==> src/rtl/lls_pkg.sv <==
// Shared types and codes for the linked-list stack with free list.
// No dependencies; used by every file under rtl but lls_ram.
package lls_pkg;

  localparam int SLOTS_DEF      = 32;
  localparam int DATA_WIDTH_DEF = 8;

  localparam logic [1:0] OP_INSERT = 2'd0;
  localparam logic [1:0] OP_DELETE = 2'd1;
  localparam logic [1:0] OP_LIST   = 2'd2;
  localparam logic [1:0] OP_NONE   = 2'd3;

  localparam logic [1:0] ST_DONE  = 2'd0;
  localparam logic [1:0] ST_FULL  = 2'd1;
  localparam logic [1:0] ST_EMPTY = 2'd2;
  localparam logic [1:0] ST_ELEM  = 2'd3;

  typedef struct packed {
    logic [1:0] op;
    logic [7:0] value;
  } in_req_t;

  typedef struct packed {
    logic [1:0] status;
    logic [7:0] element;
    logic       last;
  } out_rsp_t;

  typedef enum logic [1:0] {
    S_IDLE = 2'b01,
    S_EXEC = 2'b10
  } state_t;

endpackage

==> src/rtl/lls_ram.sv <==
// Generic simple dual-port RAM: one write port, one read port, registered read.
// No dependencies.
module lls_ram #(
  parameter int WIDTH = 8,
  parameter int DEPTH = 32
) (
  input  logic                     clk,
  input  logic                     we,
  input  logic [$clog2(DEPTH)-1:0] waddr,
  input  logic [WIDTH-1:0]         wdata,
  input  logic [$clog2(DEPTH)-1:0] raddr,
  output logic [WIDTH-1:0]         rdata
);

  logic [WIDTH-1:0] mem [DEPTH];

  always_ff @(posedge clk) begin
    if (we) begin
      mem[waddr] <= wdata;
    end
    rdata <= mem[raddr];
  end

endmodule

==> src/rtl/linked_list_stack_with_free_list_core.sv <==
// Top level of the linked-list stack with free list.
// Depends on lls_pkg and lls_ram (link memory and data memory).
//
// Usage: a request (op, value) is taken at a clock edge where start is high
// and busy is low. Results come out on out_rsp, one per cycle in which
// out_valid is high; the receiver cannot stall them. The final result of a
// request carries last.
// Insert and delete: one link memory read, then the read-modify-write of the
// link in S_EXEC, with the result registered from there; busy is high for one cycle.
// List: a first read, then one element per cycle as the walk follows
// the links read back from the link memory. Op code 3 gives no result
// and leaves busy low.
// The request after one that finishes can be taken in the cycle its last
// result is shown; insert and delete requests are taken one at a time.
// Reset: list empty, all slots free, chained in slot order. The untouched
// part of the free chain is kept implicit by a fill mark, so no clearing
// pass is needed and the block is ready right after reset.
module linked_list_stack_with_free_list_core
  import lls_pkg::*;
#(
  parameter int SLOTS      = SLOTS_DEF,
  parameter int DATA_WIDTH = DATA_WIDTH_DEF
) (
  input  logic     clk,
  input  logic     rst_n,
  input  logic     start,
  output logic     busy,
  input  in_req_t  in_req,
  output logic     out_valid,
  output out_rsp_t out_rsp
);

  localparam int LW = $clog2(SLOTS + 1);
  localparam int AW = $clog2(SLOTS);
  localparam logic [LW-1:0] NULL_LINK = LW'(SLOTS);
  localparam logic [LW-1:0] LAST_CNT  = LW'(SLOTS - 1);

  state_t          state_r, state_nxt;
  logic [LW-1:0]   list_head_r, list_head_nxt;
  logic [LW-1:0]   free_head_r, free_head_nxt;
  logic [LW-1:0]   fill_r, fill_nxt;
  logic [LW-1:0]   cur_r, cur_nxt;
  logic [LW-1:0]   cnt_r, cnt_nxt;
  logic [1:0]      op_r, op_nxt;
  logic [7:0]      value_r, value_nxt;
  logic            out_valid_r, out_valid_nxt;
  out_rsp_t        out_rsp_r, out_rsp_nxt;

  logic                  link_we;
  logic [LW-1:0]         link_wdata;
  logic [LW-1:0]         link_rdata;
  logic                  byte_we;
  logic [DATA_WIDTH-1:0] byte_rdata;
  logic [AW-1:0]         raddr;
  logic [LW-1:0]         link_eff;
  logic [LW-1:0]         nx;
  logic                  fin;
  logic                  accept;

  lls_ram #(.WIDTH(LW), .DEPTH(SLOTS)) u_link_ram (
    .clk   (clk),
    .we    (link_we),
    .waddr (cur_r[AW-1:0]),
    .wdata (link_wdata),
    .raddr (raddr),
    .rdata (link_rdata)
  );

  lls_ram #(.WIDTH(DATA_WIDTH), .DEPTH(SLOTS)) u_byte_ram (
    .clk   (clk),
    .we    (byte_we),
    .waddr (cur_r[AW-1:0]),
    .wdata (DATA_WIDTH'(value_r)),
    .raddr (raddr),
    .rdata (byte_rdata)
  );

  assign busy      = (state_r != S_IDLE);
  assign accept    = start && !busy;
  assign out_valid = out_valid_r;
  assign out_rsp   = out_rsp_r;

  // slots at or above the fill mark were never written: reset chain
  assign link_eff = (cur_r < fill_r) ? link_rdata : cur_r + LW'(1);
  assign nx       = (link_eff < NULL_LINK) ? link_eff : NULL_LINK;
  assign fin      = (nx == NULL_LINK) || (cnt_r == LAST_CNT);

  always_comb begin
    state_nxt     = state_r;
    list_head_nxt = list_head_r;
    free_head_nxt = free_head_r;
    fill_nxt      = fill_r;
    cur_nxt       = cur_r;
    cnt_nxt       = cnt_r;
    op_nxt        = op_r;
    value_nxt     = value_r;
    out_valid_nxt = 1'b0;
    out_rsp_nxt   = '0;
    link_we       = 1'b0;
    link_wdata    = list_head_r;
    byte_we       = 1'b0;
    raddr         = nx[AW-1:0];
    case (state_r)
      S_IDLE: begin
        cur_nxt = (in_req.op == OP_INSERT) ? free_head_r : list_head_r;
        raddr   = cur_nxt[AW-1:0];
        if (accept && in_req.op != OP_NONE) begin
          op_nxt    = in_req.op;
          value_nxt = in_req.value;
          cnt_nxt   = '0;
          state_nxt = S_EXEC;
        end
      end
      S_EXEC: begin
        out_valid_nxt    = 1'b1;
        out_rsp_nxt.last = 1'b1;
        state_nxt        = S_IDLE;
        if (cur_r == NULL_LINK) begin
          out_rsp_nxt.status = (op_r == OP_INSERT) ? ST_FULL : ST_EMPTY;
        end else begin
          case (op_r)
            OP_INSERT: begin
              link_we            = 1'b1;
              link_wdata         = list_head_r;
              byte_we            = 1'b1;
              free_head_nxt      = nx;
              list_head_nxt      = cur_r;
              if (cur_r == fill_r) begin
                fill_nxt = fill_r + LW'(1);
              end
              out_rsp_nxt.status = ST_DONE;
            end
            OP_DELETE: begin
              link_we            = 1'b1;
              link_wdata         = free_head_r;
              list_head_nxt      = nx;
              free_head_nxt      = cur_r;
              out_rsp_nxt.status = ST_DONE;
            end
            default: begin
              out_rsp_nxt.status  = ST_ELEM;
              out_rsp_nxt.element = 8'(byte_rdata);
              out_rsp_nxt.last    = fin;
              if (!fin) begin
                cur_nxt   = nx;
                cnt_nxt   = cnt_r + LW'(1);
                state_nxt = S_EXEC;
              end
            end
          endcase
        end
      end
      default: begin
        state_nxt = S_IDLE;
      end
    endcase
  end

  always_ff @(posedge clk) begin
    if (!rst_n) begin
      state_r     <= S_IDLE;
      list_head_r <= NULL_LINK;
      free_head_r <= '0;
      fill_r      <= '0;
      out_valid_r <= 1'b0;
    end else begin
      state_r     <= state_nxt;
      list_head_r <= list_head_nxt;
      free_head_r <= free_head_nxt;
      fill_r      <= fill_nxt;
      out_valid_r <= out_valid_nxt;
    end
  end

  always_ff @(posedge clk) begin
    cur_r     <= cur_nxt;
    cnt_r     <= cnt_nxt;
    op_r      <= op_nxt;
    value_r   <= value_nxt;
    out_rsp_r <= out_rsp_nxt;
  end

endmodule

==> config.mk <==
export PLATFORM = sky130hd
export DESIGN_NAME = linked_list_stack_with_free_list_core
export DESIGN_NICKNAME = d
export VERILOG_FILES = /design/src/rtl/lls_pkg.sv /design/src/rtl/lls_ram.sv /design/src/rtl/linked_list_stack_with_free_list_core.sv
export SDC_FILE = /design/constraint.sdc
export NUM_CORES = 1
export LEC_CHECK = 0
export BUFFER_PORTS_ARGS = -buffer_cell sky130_fd_sc_hd__buf_4
export CORE_MARGIN = 5
export CORE_UTILIZATION = 65
export CTS_BUF_LIST = sky130_fd_sc_hd__clkbuf_8
export DETAILED_ROUTE_END_ITERATION = 10
export HOLD_SLACK_MARGIN = 0.03
export PLACE_DENSITY = 0.88
export SYNTH_ARGS = -nofsm -noshare
export SYNTH_HDL_FRONTEND = slang
export SYNTH_SLANG_ARGS = --single-unit
==> constraint.sdc <==
create_clock -name clk -period 7.7 [get_ports clk]
set_input_delay 1.54 -clock clk [delete_from_list [all_inputs] [get_ports clk]]
set_output_delay 1.54 -clock clk [all_outputs]
set_load 0.01 [all_outputs]
==> Word level (Yosys, flattened, before mapping) <==
Memory sizes are Yosys's and may differ from the RTL's. A register that Yosys moved wholly into a read port is not among the register bits.
Index checks and enable logic that the tools add are counted.
{ "op_classes": {"order_cmp": 2, "n_reduce_logical": 15, "eq_ne": 13, "n_addsub": 3, "bitwise_logic": 2, "n_mux": 39} }
{ "op_table": {"columns": ["cell", "count"], "rows": [
  ["$mux 6", 13],
  ["$pmux 6 s2", 4],
  ["$add 6x1->6 const B", 3],
  ["$mux 2", 7],
  ["$mux 1", 13],
  ["$eq 6x6->1 const B", 2],
  ["$ne 2x2->1 const B", 5],
  ["$reduce_and 4->1", 2],
  ["$eq 6x5->1 const B", 1],
  ["$eq 6x6->1", 1],
  ["$lt 6x6->1", 1],
  ["$lt 6x6->1 const B", 1],
  ["$mux 5", 1],
  ["$reduce_and 5->1", 1],
  ["$eq 2x1->1 const B", 2],
  ["$logic_not 2->1", 2],
  ["$pmux 2 s2", 1],
  ["$reduce_bool 2->1", 2],
  ["$reduce_or 4->1", 1],
  ["$reduce_and 3->1", 1],
  ["$eq 2x2->1 const B", 1],
  ["$logic_and 1x1->1", 2],
  ["$ne 2x1->1 const B", 1],
  ["$not 1->1", 2],
  ["other kinds (4)", 4]
]} }
{ "word_totals": {"mem_count": 2, "word_cells": 88, "inputBits": 13, "out_inout_bits": 13, "regBits": 54, "ram_bits": 448} }
{ "mem_list": {"columns": ["memory", "depth", "word_bits", "rd", "rd_clocked_by_memory_dff", "wr", "line_no", "rtl"], "rows": [
  ["u_byte_ram.mem", 32, 8, 1, 1, 1, "lls_ram.sv:15", "logic [WIDTH-1:0] mem [DEPTH];"],
  ["u_link_ram.mem", 32, 6, 1, 1, 1, "lls_ram.sv:15", null]
]} }

==> Depth between registers and ports, before layout <==
{ "depth": {"word_depth": 10, "ltp_mapped": 13, "ltp_nobuf": 10} }

==> Hierarchy <==
Synthesis repeated with hierarchy kept, for this count alone.
{ "unflattened": {"cells_unflattened": 1010, "hier_area_um2": 20392.1} }
{ "by_module_without_submodules": {"columns": ["module", "instances", "area_per_inst_um2", "seq_area_each_um2", "cells_each"], "rows": [
  ["lls_ram at u_byte_ram", 1, 10053.4, 7847.5, 417],
  ["lls_ram at u_link_ram", 1, 7589.8, 5885.6, 323],
  ["linked_list_stack_with_free_list_core", 1, 2748.9, 1301.2, 270]
]} }

==> Worst setup path after synthesis <==
Ideal clock, no wire load.
{ "synth_path": {"path_type": "input port to flip-flop", "start": "in in_req[9] (netlist bit)", "end": "reg u_byte_ram.rdata[0], read port of u_byte_ram.mem", "setup_slack_ns": 3.958, "path_buffers": 2, "setup_ns": 0.140, "arrival_ns": 3.602, "cell_stages": 8, "required_time_ns": 7.560, "cell_sequence": "nor2_2 > mux2_2 > o22ai_4 > buf_6 > buf_4 > mux4_2 > a22oi_1 > a31oi_1"} }
{ "synth_between": {"elab_chain_cells": 3} }
{ "synth_lines": {"columns": ["item", "line_no", "rtl"], "rows": [
  ["start, declared", "linked_list_stack_with_free_list_core.sv:28", "input in_req_t in_req,"],
  ["$logic_not 2->1", "linked_list_stack_with_free_list_core.sv:105", "cur_nxt = (in_req.op == OP_INSERT) ? free_head_r : list_head_r;"],
  ["$mux 6", "linked_list_stack_with_free_list_core.sv:105", null],
  ["$mux 5", "linked_list_stack_with_free_list_core.sv:103", "case (state_r)"],
  ["end, declared", "lls_ram.sv:12", "output logic [WIDTH-1:0] rdata"]
]} }
No other way between the ends.
A chain may end at the register's enable or synchronous reset.

==> Worst setup path after layout <==
{ "layout_path": {"start": "reg cur_r[3]", "end": "reg u_byte_ram.rdata[4], read port of u_byte_ram.mem"} }
{ "layout_between": {"elab_chain_cells": 5, "elab_cells_between_ends": 6, "cone_classes": "1 x add/sub; 2 x order compare; 3 x mux"} }
{ "layout_lines": {"columns": ["item", "line_no", "rtl"], "rows": [
  ["start, declared", "linked_list_stack_with_free_list_core.sv:42", "logic [LW-1:0] cur_r, cur_nxt;"],
  ["start signal, assigned", "linked_list_stack_with_free_list_core.sv:176", "cur_r <= cur_nxt;"],
  ["$add 6x1->6 / $lt 6x6->1 (equally long branches)", "linked_list_stack_with_free_list_core.sv:84", "assign link_eff = (cur_r < fill_r) ? link_rdata : cur_r + LW'(1);"],
  ["$mux 6 *", "linked_list_stack_with_free_list_core.sv:84", null],
  ["$lt 6x6->1", "linked_list_stack_with_free_list_core.sv:85", "assign nx = (link_eff < NULL_LINK) ? link_eff : NULL_LINK;"],
  ["$mux 6 *", "linked_list_stack_with_free_list_core.sv:85", null],
  ["$mux 5 *", "linked_list_stack_with_free_list_core.sv:103", null]
]} }
Mark *: on every way between the ends. The rest lies on a longest branch, timed or not.

==> run_results.csv <==
group,metric,value,unit
global_routing,grt_pass1_vias,10817,
yosys,synthFlopType,"edfxtp_1",
cells_and_area,fillers,1670,
drt,drc_errors,0,
cts,cts_resized,0,
yosys,postSynth.asyncResetShare,0,%
cts,htree_num_levels,3,
sta,slew_viol_final,0,
drt,dr.pass1.iters,5,
critical_path,end_kind,"flop",
cts,cts_buffers,79,
yosys,ys_types,58,
sta,tightestPinTransition,1180,ps
floorplan,die_h,187,um
power,power.share.sequential,45.0,%
critical_path,cp_data_required_time,8170,ps
floorplan,initial_core_util,66.1,%
global_routing,track_usage,24.9,%
sta,fmax,230,MHz
job,max_cap_viol_count,0,
floorplan,placeableCoreArea,0.0307,mm2
hold_path,hp-class,"reg -> reg",
global_routing,grt_max_degree,115,
sta,max_slew_margin,21.1,%
sta,period_needed,4340,ps
global_routing,antenna_found_initial,0,
power,fin_total_pwr,7480,uW
place,gp_congestion,0.847,
yosys,synth.avg_cell_area,19.0,um2
cells_and_area,drive_above_1_share,23.1,%
place,post-dp-hpwl,25.9,mm
power,p_per_area,336,mW/mm2
cells_and_area,design_area,0.0223,mm2
power,internal_power,5160,uW
place,placed_cell_area,0.0208,mm2
floorplan,die-area,0.0349,mm2
cts,post-cts-setup-buffers,0,
yosys,ys_seq_area_share,74.0,%
cts,cts_tree,"built",
sta,setup_viol,0,
cts,hold_buffers,0,
sta,hold_violations,0,
critical_path,crit_fanout,114,
global_routing,grt-ovfl-total,0,
place,io_buffers,25,
sta,rsz0062_at_grt,"false",
power,clkPwrFrac,28.5,%
cells_and_area,syn2layout_area_growth,9.74,%
cts,clk_pin_slew,60,ps
yosys,syn_inst,1067,
cts,cts-root-buf,"clkbuf_8",
cells_and_area,diodes,0,
power,p_leak,0.00744,uW
drt,via_per_inst,6.75,
run_status,status,"completed",
sta,final.setup.tns,0,ps
cells_and_area,final_nets,1153,
power,comb_power_share,26.5,%
cts,clk_latency,630,ps
drt,wirelength,42.9,mm
drt,drt_iter0_markers,1452,
critical_path,crit_type,"reg -> reg",
critical_path,arrival,4820,ps
yosys,synth-edff-count,470,
global_routing,grt_pass1_wl,66.3,mm
power,sw_frac_of_total,31.0,%
sta,fin_skew,37.7,ps
sta,period_share,56.4,%
cts,cts_buffer_depth,3,
floorplan,row_count,64,
yosys,ys_seq_elements,516,
power,ir_drop,0.000300,V
power,power.switching,2320,uW
cts,cts.sinks,516,
floorplan,die_x,187,um
critical_path,cp-start-kind,"flop",
drt,ant_nets,0,
drt,num_vias,10708,
drt,wire_per_inst,27.1,um
yosys,syn_area,0.0203,mm2
floorplan,io_pins,26,
yosys,yosysWarnings,0,
yosys,syn-num-nets,1094,
==> worst max-delay path, stage by stage, from the launching register on <==
cell      delay (ps)
edfxtp_1         770
ha_1             370
a21oi_1          160
o21a_1           440
a211oi_4         140
o22ai_4          210
buf_12           590
mux4_2           620
a22oi_1          490
a31oi_1          150
==> cell type report <==
| cell class | count | area (um2) | area share (%) |
|---|---|---|---|
| Timing Repair Buffer | 31 | 258 | 1.16 |
| Tap cell | 396 | 495 | 2.22 |
| Sequential cell | 516 | 15000 | 67.4 |
| Multi-Input combinational cell | 484 | 4940 | 22.2 |
| Clock buffer | 84 | 1160 | 5.19 |
| Clock inverter | 61 | 350 | 1.57 |
| Inverter | 14 | 52.6 | 0.236 |
==> cells in the mapped netlist, types with 4 or more instances <==
| master | count | area, um2 |
|---|---|---|
| xnor2_1 | 9 | 78.8 |
| buf_6 | 5 | 56.3 |
| a22oi_1 | 30 | 225 |
| nand2_1 | 22 | 82.6 |
| ha_1 | 14 | 175 |
| mux2_2 | 11 | 124 |
| nand3b_1 | 6 | 45.0 |
| inv_1 | 12 | 45.0 |
| nor3_1 | 16 | 80.1 |
| buf_4 | 11 | 82.6 |
| or2_2 | 5 | 31.3 |
| nor2_1 | 107 | 402 |
| a21oi_1 | 18 | 90.1 |
| a211oi_1 | 11 | 82.6 |
| a31oi_1 | 14 | 87.6 |
| dfxtp_1 | 46 | 921 |
| edfxtp_1 | 470 | 14100 |
| mux2i_1 | 15 | 150 |
| mux4_2 | 108 | 2430 |
| a22o_1 | 28 | 245 |
| buf_2 | 15 | 75.1 |
| and2_1 | 13 | 81.3 |
| nand3_1 | 4 | 20.0 |
| clkbuf_1 | 20 | 75.1 |
==> sequential cells by signal (all words and copies together), names as in the netlist <==
name              cells
state_r               2
op_r                  2
u_link_ram.mem      192
value_r               8
cnt_r                 6
out_valid             1
list_head_r           6
free_head_r           6
cur_r                 6
u_link_ram.rdata      6
u_byte_ram.mem      256
out_rsp              11
fill_r                6
u_byte_ram.rdata      8
==> metal layers <==
layer	vias to the layer above	global-route usage, %	part of all wire [%]
met4	0	6.66	2.2
met1	5400	36.6	38
met5	-	0	0
met2	768	39.1	49
met3	92	5.29	11
li1	4448	-	-
==> cell families after synthesis <==
kind of cell / Yosys count / synth area share (%)
XOR/XNOR: 12 / 0.517
flip-flops: 516 / 74.0
AO/OA/AOI/OAI: 129 / 5.01
adder cells (fa/ha/maj): 14 / 0.862
multiplexers: 134 / 13.3
buffers and inverters: 67 / 1.72
AND/OR/NAND/NOR: 195 / 4.55
==> final timing paths <==
kind | depth (start not counted) | startpoint | end | slack [ps]
worst max-delay path | 9 | cur_r[3] | u_byte_ram.rdata[4] | 3360
worst min-delay path | 1 | u_byte_ram.rdata[1] | out_rsp[2] | 460
worst max register to register | 9 | cur_r[3] | u_byte_ram.rdata[4] | 3360
worst min register to register | 1 | u_byte_ram.rdata[1] | out_rsp[2] | 460
==> cells in the final DEF, fill, tap and decap left out, types with 22 or more instances in the layout <==
master      n
nand2_1    22
inv_1      46
clkbuf_8   84
dfxtp_1    46
a22oi_1    30
nor2_1    107
a22o_1     28
mux4_2    108
buf_4      29
edfxtp_1  470
==> power by group through the flow <==
stage	Combinational, uW	Sequential [uW]	Clock [uW]
after CTS	1980	3360	2150
after global placement	1900	3400	0
after global routing	2120	3370	2290
after detailed placement	1970	3410	0
final	1980	3360	2130
after floorplan	1550	3320	0
==> through the flow <==
step                setup slack, ps  utilization (%)  std cells  hold WS (ps)
CTS                            3420             72.5       1586           462
finish                         3360             72.5       1586           458
global placement               2890             67.6       1441           453
global route                   3160             72.5       1586           472
floorplan                      3960                -       1067           406
detailed placement             2810             67.6       1441           448
(Power assumes the default switching activity.)
